File: config.mk
export PLATFORM = sky130hd
export DESIGN_NAME = sextet_frame_receiver_crc8
export DESIGN_NICKNAME = d
export VERILOG_FILES = /design/src/rtl/sfrc8_pkg.sv /design/src/rtl/sextet_frame_receiver_crc8.sv
export SDC_FILE = /design/constraint.sdc
export NUM_CORES = 1
export LEC_CHECK = 0
export BUFFER_PORTS_ARGS = -buffer_cell sky130_fd_sc_hd__buf_2
export CAP_MARGIN = 20
export CELL_PAD_IN_SITES_DETAIL_PLACEMENT = 1
export CELL_PAD_IN_SITES_GLOBAL_PLACEMENT = 1
export CORE_MARGIN = 5
export CORE_UTILIZATION = 47
export DETAILED_ROUTE_END_ITERATION = 8
export GPL_TIMING_DRIVEN = 1
export PLACE_DENSITY_LB_ADDON = 0.1
export SLEW_MARGIN = 25
export SYNTH_ARGS = -nofsm -noshare
export SYNTH_HDL_FRONTEND = slang
export SYNTH_SLANG_ARGS = --single-unit
File: constraint.sdc
create_clock -name clock -period 4.1 [get_ports clock]
set_clock_uncertainty 0.15 [all_clocks]
set_input_delay 0.41 -clock clock [delete_from_list [all_inputs] [get_ports clock]]
set_output_delay 0.41 -clock clock [all_outputs]
set_load 0.02 [all_outputs]
File: src/rtl/sfrc8_pkg.sv
// Shared types and constants for the sextet frame receiver.
`timescale 1ns / 1ps

package sfrc8_pkg;

   // Control characters and character bias
   localparam logic [7:0] STX_CODE  = 8'h02;
   localparam logic [7:0] EOT_CODE  = 8'h04;
   localparam logic [7:0] CHAR_BIAS = 8'h20;

   // Reflected Dallas/Maxim polynomial
   localparam logic [7:0] CRC_POLY = 8'h8C;

   // Register reset values
   localparam logic [7:0] OWN_ADDRESS_RESET = 8'h21;
   localparam logic [7:0] MAX_CHARS_RESET   = 8'd64;

   // Register indexes on the csr port
   localparam int unsigned CSR_INDEX_W = 2;
   localparam logic [CSR_INDEX_W-1:0] CSR_OWN_ADDRESS = 2'd0;
   localparam logic [CSR_INDEX_W-1:0] CSR_MAX_CHARS   = 2'd1;

   typedef enum logic [0:0] {
      KIND_BYTE   = 1'b0,
      KIND_STATUS = 1'b1
   } kind_type;

   typedef enum logic [1:0] {
      STATUS_OK          = 2'd0,
      STATUS_CRC_ERROR   = 2'd1,
      STATUS_MISSING_EOT = 2'd2,
      STATUS_BAD_LENGTH  = 2'd3
   } status_type;

endpackage

File: src/rtl/sextet_frame_receiver_crc8.sv
// Sextet frame receiver: deframes, decodes and CRC-8 checks a received byte stream.
`timescale 1ns / 1ps
//
//   channel | direction | handshake          | payload
//   --------+-----------+--------------------+------------------------------------------
//   req     | in        | req_valid/req_stall| req_rx_byte
//   rsp     | out       | rsp_valid/rsp_stall| rsp_kind, rsp_out_byte, rsp_status, rsp_last
//   csr     | in        | csr_write_enable   | csr_index, csr_wdata (no read-back)
//
// Flow: a word waits in the input register, then moves into the result
// bundle. A fourth payload character gives three result words; a status
// gives one; other characters give none. The bundle drains one result per
// cycle while rsp is not stalled, and takes a new word from the input
// register when empty or as its last result leaves.
// Reset (synchronous, active high) clears the frame state and both registers.
// A stalled rsp holds its word; req stalls only while the input register is
// full and the bundle is not about to empty.

module sextet_frame_receiver_crc8 (
   input  logic                                 clock,
   input  logic                                 reset,
   // received bytes
   input  logic                                 req_valid,
   output logic                                 req_stall,
   input  logic [7:0]                           req_rx_byte,
   // results
   output logic                                 rsp_valid,
   input  logic                                 rsp_stall,
   output logic                                 rsp_kind,
   output logic [7:0]                           rsp_out_byte,
   output logic [1:0]                           rsp_status,
   output logic                                 rsp_last,
   // configuration
   input  logic                                 csr_write_enable,
   input  logic [sfrc8_pkg::CSR_INDEX_W-1:0]    csr_index,
   input  logic [7:0]                           csr_wdata
);

   // ------------------------------------------------------------------
   // CRC-8 fold of one byte, bit at a time (eight narrow steps)
   // ------------------------------------------------------------------
   function automatic logic [7:0] crc8_fold(input logic [7:0] crc, input logic [7:0] b);
      logic [7:0] c;
      c = crc ^ b;
      for (int i = 0; i < 8; i++) begin
         c = c[0] ? ((c >> 1) ^ sfrc8_pkg::CRC_POLY) : (c >> 1);
      end
      return c;
   endfunction

   // ------------------------------------------------------------------
   // Registers
   // ------------------------------------------------------------------
   logic [7:0]  own_address_ff, own_address_in;
   logic [7:0]  max_chars_ff,   max_chars_in;

   logic        s1_valid_ff, s1_valid_in;   // input register
   logic [7:0]  s1_byte_ff,  s1_byte_in;

   logic        in_frame_ff,    in_frame_in;
   logic [7:0]  char_index_ff,  char_index_in;
   logic [7:0]  frame_chars_ff, frame_chars_in;
   logic [17:0] sextet_hold_ff, sextet_hold_in;
   logic [7:0]  crc_ff,         crc_in;
   logic [1:0]  crc_pend_ff,    crc_pend_in;   // bytes of the bundle still to fold

   // result bundle: three bytes or one status, drained one word a cycle while rsp is not stalled
   logic                  bun_valid_ff,  bun_valid_in;
   sfrc8_pkg::kind_type   bun_kind_ff,   bun_kind_in;
   logic [23:0]           bun_word_ff,   bun_word_in;
   sfrc8_pkg::status_type bun_status_ff, bun_status_in;
   logic [1:0]            bun_idx_ff,    bun_idx_in;

   // ------------------------------------------------------------------
   // Handshake
   // ------------------------------------------------------------------
   logic pop;
   logic bun_free;
   logic s1_move;
   logic req_accept;

   assign pop        = bun_valid_ff & ~rsp_stall;
   assign bun_free   = ~bun_valid_ff |
                       (pop & ((bun_kind_ff == sfrc8_pkg::KIND_STATUS) | (bun_idx_ff == 2'd2)));
   assign s1_move    = s1_valid_ff & bun_free;
   assign req_stall  = s1_valid_ff & ~bun_free;
   assign req_accept = req_valid & ~req_stall;

   // ------------------------------------------------------------------
   // Decode of the word in the input register
   // ------------------------------------------------------------------
   logic [7:0]            sym;
   logic [7:0]            pos;
   logic                  dec_in_frame;
   logic [7:0]            dec_char_index;
   logic [7:0]            dec_frame_chars;
   logic [17:0]           dec_sextet_hold;
   logic                  dec_crc_clear;
   logic                  gen_valid;
   sfrc8_pkg::kind_type   gen_kind;
   logic [23:0]           gen_word;
   sfrc8_pkg::status_type gen_status;

   assign sym = s1_byte_ff - sfrc8_pkg::CHAR_BIAS;
   assign pos = char_index_ff - 8'd2;

   always_comb begin
      dec_in_frame    = in_frame_ff;
      dec_char_index  = char_index_ff;
      dec_frame_chars = frame_chars_ff;
      dec_sextet_hold = sextet_hold_ff;
      dec_crc_clear   = 1'b0;
      gen_valid       = 1'b0;
      gen_kind        = sfrc8_pkg::KIND_BYTE;
      gen_word        = '0;
      gen_status      = sfrc8_pkg::STATUS_OK;

      if (!in_frame_ff) begin
         // idle: wait for STX
         if (s1_byte_ff == sfrc8_pkg::STX_CODE) begin
            dec_in_frame    = 1'b1;
            dec_char_index  = 8'd0;
            dec_frame_chars = max_chars_ff;
            dec_sextet_hold = '0;
            dec_crc_clear   = 1'b1;
         end
      end else if (char_index_ff == 8'd0) begin
         // address byte; a foreign frame is dropped silently
         if (s1_byte_ff != own_address_ff) begin
            dec_in_frame = 1'b0;
         end else begin
            dec_char_index = 8'd1;
         end
      end else if (char_index_ff == 8'd1) begin
         // length character
         if ((sym > max_chars_ff) || (sym[1:0] != 2'd0)) begin
            dec_in_frame = 1'b0;
            gen_valid    = 1'b1;
            gen_kind     = sfrc8_pkg::KIND_STATUS;
            gen_status   = sfrc8_pkg::STATUS_BAD_LENGTH;
         end else begin
            dec_frame_chars = sym;
            dec_char_index  = 8'd2;
         end
      end else if (pos < frame_chars_ff) begin
         // payload character
         dec_char_index = char_index_ff + 8'd1;
         if (pos[1:0] != 2'd3) begin
            dec_sextet_hold = {sextet_hold_ff[11:0], sym[5:0]};
         end else begin
            dec_sextet_hold = '0;
            gen_valid       = 1'b1;
            gen_word        = {sextet_hold_ff, sym[5:0]};
         end
      end else begin
         // EOT position ends the frame either way
         dec_in_frame = 1'b0;
         gen_valid    = 1'b1;
         gen_kind     = sfrc8_pkg::KIND_STATUS;
         if (s1_byte_ff != sfrc8_pkg::EOT_CODE) begin
            gen_status = sfrc8_pkg::STATUS_MISSING_EOT;
         end else if (crc_ff != 8'd0) begin
            gen_status = sfrc8_pkg::STATUS_CRC_ERROR;
         end else begin
            gen_status = sfrc8_pkg::STATUS_OK;
         end
      end
   end

   // ------------------------------------------------------------------
   // Next state
   // ------------------------------------------------------------------
   always_comb begin
      own_address_in = own_address_ff;
      max_chars_in   = max_chars_ff;
      if (csr_write_enable) begin
         case (csr_index)
            sfrc8_pkg::CSR_OWN_ADDRESS: own_address_in = csr_wdata;
            sfrc8_pkg::CSR_MAX_CHARS:   max_chars_in   = csr_wdata;
            default: ;
         endcase
      end

      // input register
      s1_valid_in = s1_valid_ff & ~s1_move;
      s1_byte_in  = s1_byte_ff;
      if (req_accept) begin
         s1_valid_in = 1'b1;
         s1_byte_in  = req_rx_byte;
      end

      // frame state moves only when the word leaves the input register
      in_frame_in    = s1_move ? dec_in_frame    : in_frame_ff;
      char_index_in  = s1_move ? dec_char_index  : char_index_ff;
      frame_chars_in = s1_move ? dec_frame_chars : frame_chars_ff;
      sextet_hold_in = s1_move ? dec_sextet_hold : sextet_hold_ff;

      // CRC: first byte folded on load, the other two from crc_pend while the
      // bundle drains, always before its three bytes have all left
      crc_in      = crc_ff;
      crc_pend_in = crc_pend_ff;
      if (s1_move && dec_crc_clear) begin
         crc_in      = '0;
         crc_pend_in = 2'd0;
      end else if (s1_move && gen_valid && (gen_kind == sfrc8_pkg::KIND_BYTE)) begin
         crc_in      = crc8_fold(crc_ff, gen_word[23:16]);
         crc_pend_in = 2'd2;
      end else if (crc_pend_ff != 2'd0) begin
         crc_in      = crc8_fold(crc_ff, (crc_pend_ff == 2'd2) ? bun_word_ff[15:8]
                                                               : bun_word_ff[7:0]);
         crc_pend_in = crc_pend_ff - 2'd1;
      end

      // result bundle
      bun_valid_in  = bun_valid_ff;
      bun_kind_in   = bun_kind_ff;
      bun_word_in   = bun_word_ff;
      bun_status_in = bun_status_ff;
      bun_idx_in    = bun_idx_ff;
      if (bun_free) begin
         bun_valid_in = s1_move & gen_valid;
         if (s1_move && gen_valid) begin
            bun_kind_in   = gen_kind;
            bun_word_in   = gen_word;
            bun_status_in = gen_status;
            bun_idx_in    = 2'd0;
         end
      end else if (pop) begin
         bun_idx_in = bun_idx_ff + 2'd1;
      end
   end

   // ------------------------------------------------------------------
   // Clocked
   // ------------------------------------------------------------------
   always_ff @(posedge clock) begin
      if (reset) begin
         own_address_ff <= sfrc8_pkg::OWN_ADDRESS_RESET;
         max_chars_ff   <= sfrc8_pkg::MAX_CHARS_RESET;
         s1_valid_ff    <= 1'b0;
         in_frame_ff    <= 1'b0;
         char_index_ff  <= 8'd0;
         frame_chars_ff <= sfrc8_pkg::MAX_CHARS_RESET;
         sextet_hold_ff <= '0;
         crc_ff         <= '0;
         crc_pend_ff    <= 2'd0;
         bun_valid_ff   <= 1'b0;
      end else begin
         own_address_ff <= own_address_in;
         max_chars_ff   <= max_chars_in;
         s1_valid_ff    <= s1_valid_in;
         in_frame_ff    <= in_frame_in;
         char_index_ff  <= char_index_in;
         frame_chars_ff <= frame_chars_in;
         sextet_hold_ff <= sextet_hold_in;
         crc_ff         <= crc_in;
         crc_pend_ff    <= crc_pend_in;
         bun_valid_ff   <= bun_valid_in;
      end
   end

   // payload, no reset
   always_ff @(posedge clock) begin
      s1_byte_ff    <= s1_byte_in;
      bun_kind_ff   <= bun_kind_in;
      bun_word_ff   <= bun_word_in;
      bun_status_ff <= bun_status_in;
      bun_idx_ff    <= bun_idx_in;
   end

   // ------------------------------------------------------------------
   // Outputs
   // ------------------------------------------------------------------
   logic [7:0] sel_byte;

   always_comb begin
      case (bun_idx_ff)
         2'd0:    sel_byte = bun_word_ff[23:16];
         2'd1:    sel_byte = bun_word_ff[15:8];
         default: sel_byte = bun_word_ff[7:0];
      endcase
   end

   assign rsp_valid    = bun_valid_ff;
   assign rsp_kind     = bun_kind_ff;
   assign rsp_out_byte = (bun_kind_ff == sfrc8_pkg::KIND_STATUS) ? 8'd0 : sel_byte;
   assign rsp_status   = (bun_kind_ff == sfrc8_pkg::KIND_STATUS) ? bun_status_ff
                                                                 : sfrc8_pkg::STATUS_OK;
   assign rsp_last     = (bun_kind_ff == sfrc8_pkg::KIND_STATUS) | (bun_idx_ff == 2'd2);

endmodule

======== Word level (Yosys, flattened, before mapping) ========
Cells that the tools add are included.
storage, ports and cells
  register bits ........................... 100
  logic and storage cells ................. 175
  input bits .............................. 23
  output and inout bits ................... 14
operators by class
  reductions and logical operators ........ 24
  magnitude comparators ................... 2
  equality and inequality tests ........... 18
  bitwise operators ....................... 35
  add/sub/neg operators ................... 5
  multiplexer cells ....................... 74
operator list
  operator                                              count
  two-way mux 8 bit                                     32
  two-way mux 24 bit                                    5
  two-way mux 18 bit                                    6
  NOT 2 -> 3 bit                                        16
  two-way mux 1 bit                                     20
  two-way mux 2 bit                                     10
  case mux 8 bit (2 select lines)                       1
  bitwise XOR 8 bit                                     2
  AND reduction 5 bit                                   3
  nonzero test 2 bit                                    5
  adder 8 x 1 -> 8 bit (second input constant)          1
  equality test 8 x 1 -> 1 bit (second input constant)  1
  equality test 8 x 2 -> 1 bit (second input constant)  1
  greater-than comparator 8 bit                         1
  zero test 8 bit                                       1
  < comparator 8 bit                                    1
  != test 2 bit (second input constant)                 4
  != test 8 x 3 -> 1 bit (second input constant)        1
  != test 8 bit                                         1
  NOT 1 bit                                             8
  AND reduction 2 bit                                   4
  nonzero test 8 bit                                    1
  subtractor 8 x 2 -> 8 bit (second input constant)     1
  subtractor 8 x 6 -> 8 bit (second input constant)     1
  other kinds (16)                                      31

======== Depth between registers and ports, before layout ========
Gate-level depths: netlist (run 1).
  depth after elaboration ................. 25
  depth in mapped cells ................... 15
  mapped depth without buffers ............ 13

======== Worst setup path before layout (run 1) ========
Ideal clock, no wire load.
  path kind ............................... flip-flop to flip-flop
  start point ............................. register char_index_ff[4]
  end point ............................... register bun_status_ff[0] (enable)
  data required time ...................... 3.568 ns
  period minus slack after synthesis ...... 3.209 ns
  library setup time ...................... 0.382 ns
  arrival ................................. 2.677 ns
  path buffers ............................ 2
  stages on the path, launching flop included .. 14
  slack ................................... 0.891 ns
  cell sequence ........................... dfxtp_1 clkbuf_2 nor2_1 nand2_1 nor3_1 xor2_1 ha_1 nand4_1 nor2_1 a211oi_1 clkbuf_1 a211oi_1 nand2_1 inv_1
between the ends
  longest elaborated chain between the ends .. 8
  elaborated cells between the ends (all ways) .. 10
  those cells by class .................... 1 x add/sub; 1 x order compare; 1 x eq/ne; 4 x mux; 3 x reduce/logical
RTL lines
  element                                 RTL line                           text
  start, declared                         sextet_frame_receiver_crc8.sv:61   logic [7:0] char_index_ff, char_index_in;
  start signal, assigned                  sextet_frame_receiver_crc8.sv:253  char_index_ff <= char_index_in;
  subtractor 8 x 2 -> 8 bit               sextet_frame_receiver_crc8.sv:105  assign pos = char_index_ff - 8'd2;
  < comparator 8 bit                      sextet_frame_receiver_crc8.sv:145  end else if (pos < frame_chars_ff) begin
  two-way mux 1 bit                       sextet_frame_receiver_crc8.sv:145
  two-way mux 1 bit                       sextet_frame_receiver_crc8.sv:134  end else if (char_index_ff == 8'd1) begin
  two-way mux 1 bit *                     sextet_frame_receiver_crc8.sv:127  end else if (char_index_ff == 8'd0) begin
  two-way mux 1 bit *                     sextet_frame_receiver_crc8.sv:118  if (!in_frame_ff) begin
  logical AND 1 bit *                     sextet_frame_receiver_crc8.sv:222  if (s1_move && gen_valid) begin
  AND reduction 2 bit (no source line) *  -
  end signal, assigned                    sextet_frame_receiver_crc8.sv:267  bun_status_ff <= bun_status_in;
  end, declared                           sextet_frame_receiver_crc8.sv:71   sfrc8_pkg::status_type bun_status_ff, bun_status_in;
Every way passes the cells marked *; elsewhere a longest branch is shown, timed or not.
A chain may end at the register's enable or synchronous reset.

======== Worst setup path after layout (run 1) ========
  start point ............................. register s1_byte_ff[5]
  end point ............................... register frame_chars_ff[5]
between the ends
  longest elaborated chain between the ends .. 5
  elaborated cells between the ends (all ways) .. 11
  those cells by class .................... 1 x add/sub; 1 x order compare; 2 x eq/ne; 4 x mux; 3 x reduce/logical
RTL lines
  element                                                                    RTL line                                                              text
  start, declared                                                            sextet_frame_receiver_crc8.sv:58                                      logic [7:0] s1_byte_ff, s1_byte_in;
  start signal, assigned                                                     sextet_frame_receiver_crc8.sv:264                                     s1_byte_ff <= s1_byte_in;
  subtractor 8 x 6 -> 8 bit *                                                sextet_frame_receiver_crc8.sv:104                                     assign sym = s1_byte_ff - sfrc8_pkg::CHAR_BIAS;
  net sym[5]                                                                 sextet_frame_receiver_crc8.sv:92                                      logic [7:0] sym;
  greater-than comparator 8 bit or two-way mux 8 bit (tied branches)         sextet_frame_receiver_crc8.sv:136                                     if ((sym > max_chars_ff) || (sym[1:0] != 2'd0)) begin
  logical OR 1 bit or two-way mux 8 bit (tied branches)                      sextet_frame_receiver_crc8.sv:136, sextet_frame_receiver_crc8.sv:134
  != test 2 bit (no source line) or two-way mux 8 bit (tied branches)        -
  AND reduction 5 bit (no source line) or two-way mux 8 bit (tied branches)  -
  end signal, assigned                                                       sextet_frame_receiver_crc8.sv:243                                     frame_chars_ff <= sfrc8_pkg::MAX_CHARS_RESET;
  end signal, assigned                                                       sextet_frame_receiver_crc8.sv:254                                     frame_chars_ff <= frame_chars_in;
  end, declared                                                              sextet_frame_receiver_crc8.sv:62                                      logic [7:0] frame_chars_ff, frame_chars_in;
The timed path passes the listed nets; every way through them passes the cells marked *. The select of a mux whose other input is x is not followed.

==> summary.txt, run 1 <==
Status
  • Outcome: completed

Finish
  • Commonest non-fill, non-tap cell in the layout: dfxtp_1
  • Fin nets: 646
  • Post-Layout Cell Count: 747
  • Layout area overhead: 10.39%
  • Most frequent cells in the layout: dfxtp_1, xnor2_1, nand2_1, nor2_1, a21oi_1
  • Layout cells sized above 1: 11.75%
  • Antenna diodes: 0

Placement
  • Detailed Place HPWL: 10510 um
  • Placer congestion estimate: 0.8555
  • Port Buf Inserts: 36
  • Placed insts: 731
  • Setup WS pre-CTS: 0.5720 ns

Clock network
  • Later-pin clock latency in the skew report: 0.35 ns
  • CTS tree: done
  • CTS buffer count: 9
  • Hold Buf Count CTS: 0
  • Clock Root Buffer: clkbuf_16
  • CTS resizes: 0
  • H-tree Lvls: 3
  • Num Clock Sinks: 100
  • Post-CTS Setup Bufs: 0
  • CTS max path bufs: 2
  • Clock transition at the registers of the reported paths: 0.07 ns

Global routing
  • First-pass GRT wire length: 23210 um
  • Total track usage: 20.76%
  • Vias in the first global route: 4375
  • Largest net degree at the start of global routing: 52
  • Grt total ovfl: 0
  • Initial antenna violation count: 0

Floorplan
  • Vert. Die Dim: 118.1 um
  • Die Wd: 118.1 um
  • # rows: 39
  • Die ar.: 0.01395 mm2
  • Num ports: 37
  • Initial core utilization: 48.10%
  • Core area: 0.01142 mm2

Min path
  • Hold WC Path Type: in2reg
  • Hold Path Origin: req_rx_byte[4]

Critical path
  • Setup CP Type: reg2reg
  • Worst endpoint required time: 4.23 ns
  • Setup crit start kind: flip-flop
  • Max FO, Critical Path: 14
  • Element type at the critical path end: flip-flop
  • Crit path max-delay cell type: or4b_4
  • Worst path max stage delay: 0.56 ns
  • CP arrival: 3.68 ns
  • Crit path cell chain: inv_1 > ha_1 > xor2_1 > ha_1 > nand4_1 > nor2_1 > a21oi_1 > or4b_4 > o31a_1 > a211o_1 > a21oi_1
  • FF-to-FF Start: s1_byte_ff[5]
  • Worst setup startpoint: s1_byte_ff[5]

Logic synthesis
  • Compound-Gate Fraction of Synth Area: 11.89%
  • Synth Area in Simple Gates: 16.95%
  • Syn nets: 628
  • Post-Synthesis Cells: 581
  • Post-synth EDFFs: 37
  • Top_reg_cell synth: dfxtp_1
  • Ys Warns: 0
  • Mapped Area: 0.005493 mm2
  • Yosys cell types: 51
  • Mux share of post-synthesis cell area: 6.241%
  • Largest family of logic cells by synthesized area: simple AND/OR/NAND/NOR gates
  • Avg Inst Size Synth: 9.454 um2
  • Async SR Flop Fraction: 0%
  • Post-Synth XOR/XNOR Area: 11.05%
  • Seq/Total Area, Yosys: 43.19%
  • Post-Synth Adder-Cell Area: 5.467%
  • Synth Register Bits: 100

Pwr
  • Max IR drop VDD: 0.0003347 V
  • Internal power: 1.556 mW
  • Reg power frac: 52.3%
  • Clock Power Share: 42.7%
  • Combinational group share of total power: 5.0%
  • Power per Cell Area: 331.5 mW/mm2
  • Switching Share: 22.58%
  • Psw: 0.4538 mW
  • Pleak: 2.475 nW

STA
  • Setup ws final: 0.5415 ns
  • # setup viols final: 0
  • Actual slew at the worst max-slew pin: 0.8585 ns
  • Total negative slack: 0 ns
  • Final worst path period share: 86.79%
  • Final Hold Viols: 0
  • Max Freq: 281.0 MHz
  • Worst rel slew slack: 42.56%
  • Fin crit period: 3.559 ns
  • RSZ-0062 raised after global routing: no
  • Slew Limit Fails: 0

Route
  • Via Count: 4196
  • TritonRoute pass-1 iters: 7
  • Vias/cell: 5.617
  • DRT antenna net count: 0
  • DRT iter0 DRCs: 191
  • Residual DRC: 0
  • Overall routed net length: 14290 um
  • Routed len/inst: 19.13 um

Job
  • Maxcap violations: 0
==> layout make-up <==
type	count	area, um2
Inverter	31	116.4
Clock inverter	5	61.31
Tap cell	143	178.9
Timing Repair Buffer	47	262.8
Sequential cell	100	2372
Fill cell	1324	5355
Clock buffer	11	232.7
Multi-Input combinational cell	410	2839
==> metrics by stage <==
stage               hold slack, ns  cell area (um2)  power [mW]  util [%]
floorplan                   0.2819             5493       1.131         -
global placement            0.2988             5769       1.169     50.53
detailed placement          0.3057             5769       1.174     50.53
CTS                        0.06931             6063       2.032     53.10
global route               0.06465             6063       2.086     53.10
finish                     0.08033             6063       2.010     53.10
==> power by group through the flow <==
| stage | logic [mW] | clock network (mW) | registers (mW) |
|---|---|---|---|
| after floorplan | 0.0631 | 0 | 1.07 |
| after global placement | 0.0963 | 0 | 1.07 |
| after detailed placement | 0.100 | 0 | 1.07 |
| after CTS | 0.102 | 0.879 | 1.05 |
| after global routing | 0.114 | 0.921 | 1.05 |
| final | 0.101 | 0.858 | 1.05 |
==> registers in the layout, summed over array words and instances (netlist names) <==
register / flops
crc_pend_ff: 2
bun_status_ff: 2
rsp_valid: 1
crc_ff: 8
bun_word_ff: 24
frame_chars_ff: 8
rsp_kind: 1
s1_valid_ff: 1
own_address_ff: 8
char_index_ff: 8
in_frame_ff: 1
bun_idx_ff: 2
s1_byte_ff: 8
max_chars_ff: 8
sextet_hold_ff: 18
==> logic make-up after synthesis <==
group,Yosys count
and+or+nand+nor,184
AOI/OAI and AO/OA,102
DFF,100
buffers and inverters,71
xor gates and xnor gates,66
muxes,34
adders and majority gates,24
==> worst max-delay path, delay by kind of cell (launching register included) <==
family	cells	cell delay, ns
AOI/OAI and AO/OA	4	1.11
and+or+nand+nor	3	0.91
adders and majority gates	2	0.57
DFF	1	0.43
xor gates and xnor gates	1	0.18
buffers and inverters	1	0.13
==> synth_stat cells, drive strengths merged (2+ instances only) <==
cell type | number | area share [%]
mux2i | 32 | 5.8
a31oi | 7 | 0.80
xor2 | 15 | 2.4
nand3 | 27 | 2.6
nor3 | 5 | 0.46
buf | 11 | 1.1
edfxtp | 37 | 20
nand2 | 47 | 3.2
a41oi | 2 | 0.32
nand3b | 2 | 0.27
and4 | 2 | 0.32
a22oi | 8 | 1.1
o21ai | 11 | 1.0
clkbuf | 29 | 2.0
nand2b | 5 | 0.57
and3 | 27 | 3.1
o22ai | 6 | 0.68
a21oi | 40 | 3.6
nor2b | 5 | 0.57
a211oi | 15 | 2.3
dfxtp | 63 | 23
nor2 | 41 | 2.8
ha | 24 | 5.5
a211o | 4 | 0.64
nand4 | 7 | 0.80
o211ai | 2 | 0.27
inv | 31 | 2.1
xnor2 | 49 | 7.8
nor4 | 4 | 0.73
and2 | 8 | 0.91
mux2 | 2 | 0.41
==> worst paths after layout <==
path                            slack [ns]  cells after the start                 to
worst min register to register        0.31                      2  sextet_hold_ff[5]
worst max register to register        0.54                     11  frame_chars_ff[5]
worst max-delay path                  0.54                     11  frame_chars_ff[5]
worst min-delay path                  0.08                      1      s1_byte_ff[4]
==> per-layer routing <==
metal	track usage [%]	vias to the layer above	part of all wire (%)
met5	0	-	0
met4	5.735	0	1.0
met3	4.901	12	4.3
met2	33.19	72	48
met1	28.19	2043	47
li1	-	2069	-
No activity file was read; power rests on OpenSTA's default activity.
==> run 2, diff against run 1 <==
Settings changed: CORE_UTILIZATION 47 to 43, MAX_ROUTING_LAYER set to met4.
Clock period 4.1 ns to 3.15 ns, I/O delays scaled along.
==> run 2 against run 1 <==
Cell count up 8.2%; non-clock buffer count increased by 32; critical path depth unchanged; clock-buffer cell count decreased by 2; flip-flop and latch count stayed put; global-route usage increased by 0.67 points; critical endpoint is now frame_chars_ff[6].
==> summary.txt, run 2 (same netlist as run 1, synthesis figures left out) <==
Placement
  • Placer congestion estimate: 0.8327 (was 0.8555)
  • Detailed Place HPWL: 10980 um (was 10510 um)
  • Placed insts: 778 (was 731)
  • Port Buf Inserts: 36 (unchanged)

STA
  • Max Freq: 324.2 MHz (was 281.0 MHz)
  • # setup viols final: 0 (unchanged)
  • RSZ-0062 raised after global routing: yes (was no)
  • Final worst path period share: 97.92% (was 86.79%)
  • Slew Limit Fails: 0 (unchanged)
  • Actual slew at the worst max-slew pin: 0.8944 ns (was 0.8585 ns)
  • Fin crit period: 3.084 ns (was 3.559 ns)
  • Final Hold Viols: 0 (unchanged)
  • Worst rel slew slack: 40.16% (was 42.56%)

Route
  • Residual DRC: 0 (unchanged)
  • DRT iter0 DRCs: 241 (was 191)
  • Via Count: 4342 (was 4196)
  • Routed len/inst: 18.77 um (was 19.13 um)
  • TritonRoute pass-1 iters: 4 (was 7)
  • DRT antenna net count: 0 (unchanged)
  • Vias/cell: 5.374 (was 5.617)
  • Overall routed net length: 15160 um (was 14290 um)

Finish
  • Layout cells sized above 1: 18.24% (was 11.75%)
  • Antenna diodes: 0 (unchanged)
  • Fin nets: 678 (was 646)
  • Largest registers: bun_word_ff: 24 flops, sextet_hold_ff: 18 flops (unchanged)
  • Most frequent cells in the layout: dfxtp_1, xnor2_1, nand2_1, nor2_1, a21oi_1 (unchanged)
  • Register area: 0.002374 mm2 (was 0.002372 mm2)
  • Post-Layout Cell Count: 808 (was 747)
  • Max FFs per register: 24 (unchanged)
  • Layout area overhead: 18.47% (was 10.39%)
  • Commonest non-fill, non-tap cell in the layout: dfxtp_1 (unchanged)
  • Fill cell count: 1420 (was 1324)
  • Area of the multi-input gates: 0.002930 mm2 (was 0.002839 mm2)
  • Register with the most flip-flops: bun_word_ff (unchanged)

Floorplan
  • Core area: 0.01257 mm2 (was 0.01142 mm2)
  • Initial core utilization: 43.70% (was 48.10%)
  • # rows: 41 (was 39)
  • Die Wd: 123.0 um (was 118.1 um)
  • Num ports: 37 (unchanged)
  • Vert. Die Dim: 123.0 um (was 118.1 um)
  • Die ar.: 0.01513 mm2 (was 0.01395 mm2)

Pwr
  • Pleak: 2.685 nW (was 2.475 nW)
  • Power per Cell Area: 417.7 mW/mm2 (was 331.5 mW/mm2)
  • Max IR drop VDD: 0.0002622 V (was 0.0003347 V)
  • Power Total: 2.718 mW (was 2.010 mW)

Clock network
  • Clock Root Buffer: clkbuf_16 (unchanged)
  • Clock transition at the registers of the reported paths: 0.07 ns (about the same)
  • CTS buffer count: 9 (unchanged)
  • CTS max path bufs: 2 (unchanged)
  • CTS tree: done (unchanged)
  • Later-pin clock latency in the skew report: 0.35 ns (about the same)
  • H-tree Lvls: 3 (unchanged)
  • Num Clock Sinks: 100 (unchanged)

Critical path
  • Setup CP Type: reg2reg (unchanged)
  • Crit path cell chain: inv_1 > ha_4 > xor2_2 > ha_1 > nand4_1 > nor2_2 > a21oi_2 > or4b_4 > o31a_4 > buf_6 > a211o_1 (was inv_1 > ha_1 > xor2_1 > ha_1 > nand4_1 > nor2_1 > a21oi_1 > or4b_4 > o31a_1 > a211o_1 > a21oi_1)
  • Max FO, Critical Path: 7 (was 14)
  • Worst endpoint required time: 3.24 ns (was 4.23 ns)
  • Crit path max-delay cell type: or4b_4 (unchanged)
  • Element type at the critical path end: flip-flop (unchanged)
  • CP arrival: 3.18 ns (was 3.68 ns)
  • Setup crit start kind: flip-flop (unchanged)
  • Worst path max stage delay: 0.56 ns (about the same)

Status
  • Outcome: completed (unchanged)

Global routing
  • Met1 Usage GRT: 28.15% (was 28.19%)
  • Vias in the first global route: 4653 (was 4375)
  • First-pass GRT wire length: 24320 um (was 23210 um)
  • Grt peak-use layer: met2 (unchanged)
  • Total track usage: 21.43% (was 20.76%)
  • GRT met3 Usage: 2.516% (was 4.901%)
  • Initial antenna violation count: 0 (unchanged)
  • Grt total ovfl: 0 (unchanged)
  • Largest net degree at the start of global routing: 49 (was 52)
  • Routing usage on met2: 34.37% (was 33.19%)

Min path
  • Hold WC Path Type: in2reg (unchanged)

Job
  • Maxcap violations: 0 (unchanged)
[run 2: layer usage]
metal | vias to the layer above | part of all wire, %
li1 | 2135 | -
met1 | 2118 | 47
met2 | 67 | 47
met3 | 22 | 3.0
met4 | 0 | 2.2
met5 | - | 0
[run 2: cell type report]
| type | instances | share of cell area [%] |
|---|---|---|
| multi-input combinational | 410 | 45.03 |
| inverter | 31 | 1.846 |
| clock buffer | 9 | 3.461 |
| clock inverter | 7 | 1.404 |
| timing repair buffer | 79 | 8.479 |
| tap | 172 | 3.307 |
| sequential | 100 | 36.47 |
[run 2: per-stage QoR]
step	setup WS (ns)	cell area [um2]	utilization, %	setup TNS (ns)	hold WS [ns]
floorplan	0.07644	5503	-	0	0.2639
global placement	0.08028	5969	47.50	0	0.3011
detailed placement	-0.1167	5969	47.50	-0.3930	0.3134
CTS	0.02119	6380	50.76	0	0.02024
global route	-0.06537	6507	51.78	-0.4159	0.03655
finish	0.06551	6507	51.78	0	0.03351
[run 2: critical path, delay by kind of cell (launching register included)]
family	cells	cell delay, ns
buffers and inverters	2	0.23
AOI/OAI and AO/OA	3	0.69
xor gates and xnor gates	1	0.18
adders and majority gates	2	0.51
DFF	1	0.36
and+or+nand+nor	3	0.85
[run 2: final timing paths]
path,startpoint,to,slack [ns],cells past startpoint
max reg2reg,s1_byte_ff[5],frame_chars_ff[6],0.07,11
min reg2reg,crc_pend_ff[1],crc_pend_ff[1],0.32,2
max,s1_byte_ff[5],frame_chars_ff[6],0.07,11
min,csr_wdata[0],own_address_ff[0],0.03,2
[run 2: repair_timing]
item,in CTS,in global routing
hold buffers,8,0
endpoints found under the setup margin,7,71
hold endpoints to repair,8,0
setup buffers,0,6
pin swaps,1,12
resized for setup,3,23
[run 2: report_power, final]
group	switching, mW	internal (mW)	leakage, nW
Clock	0.551	0.639	0.157
Combinational	0.0911	0.0767	1.74
Sequential	0.0124	1.35	0.787
Total	0.654	2.06	2.68
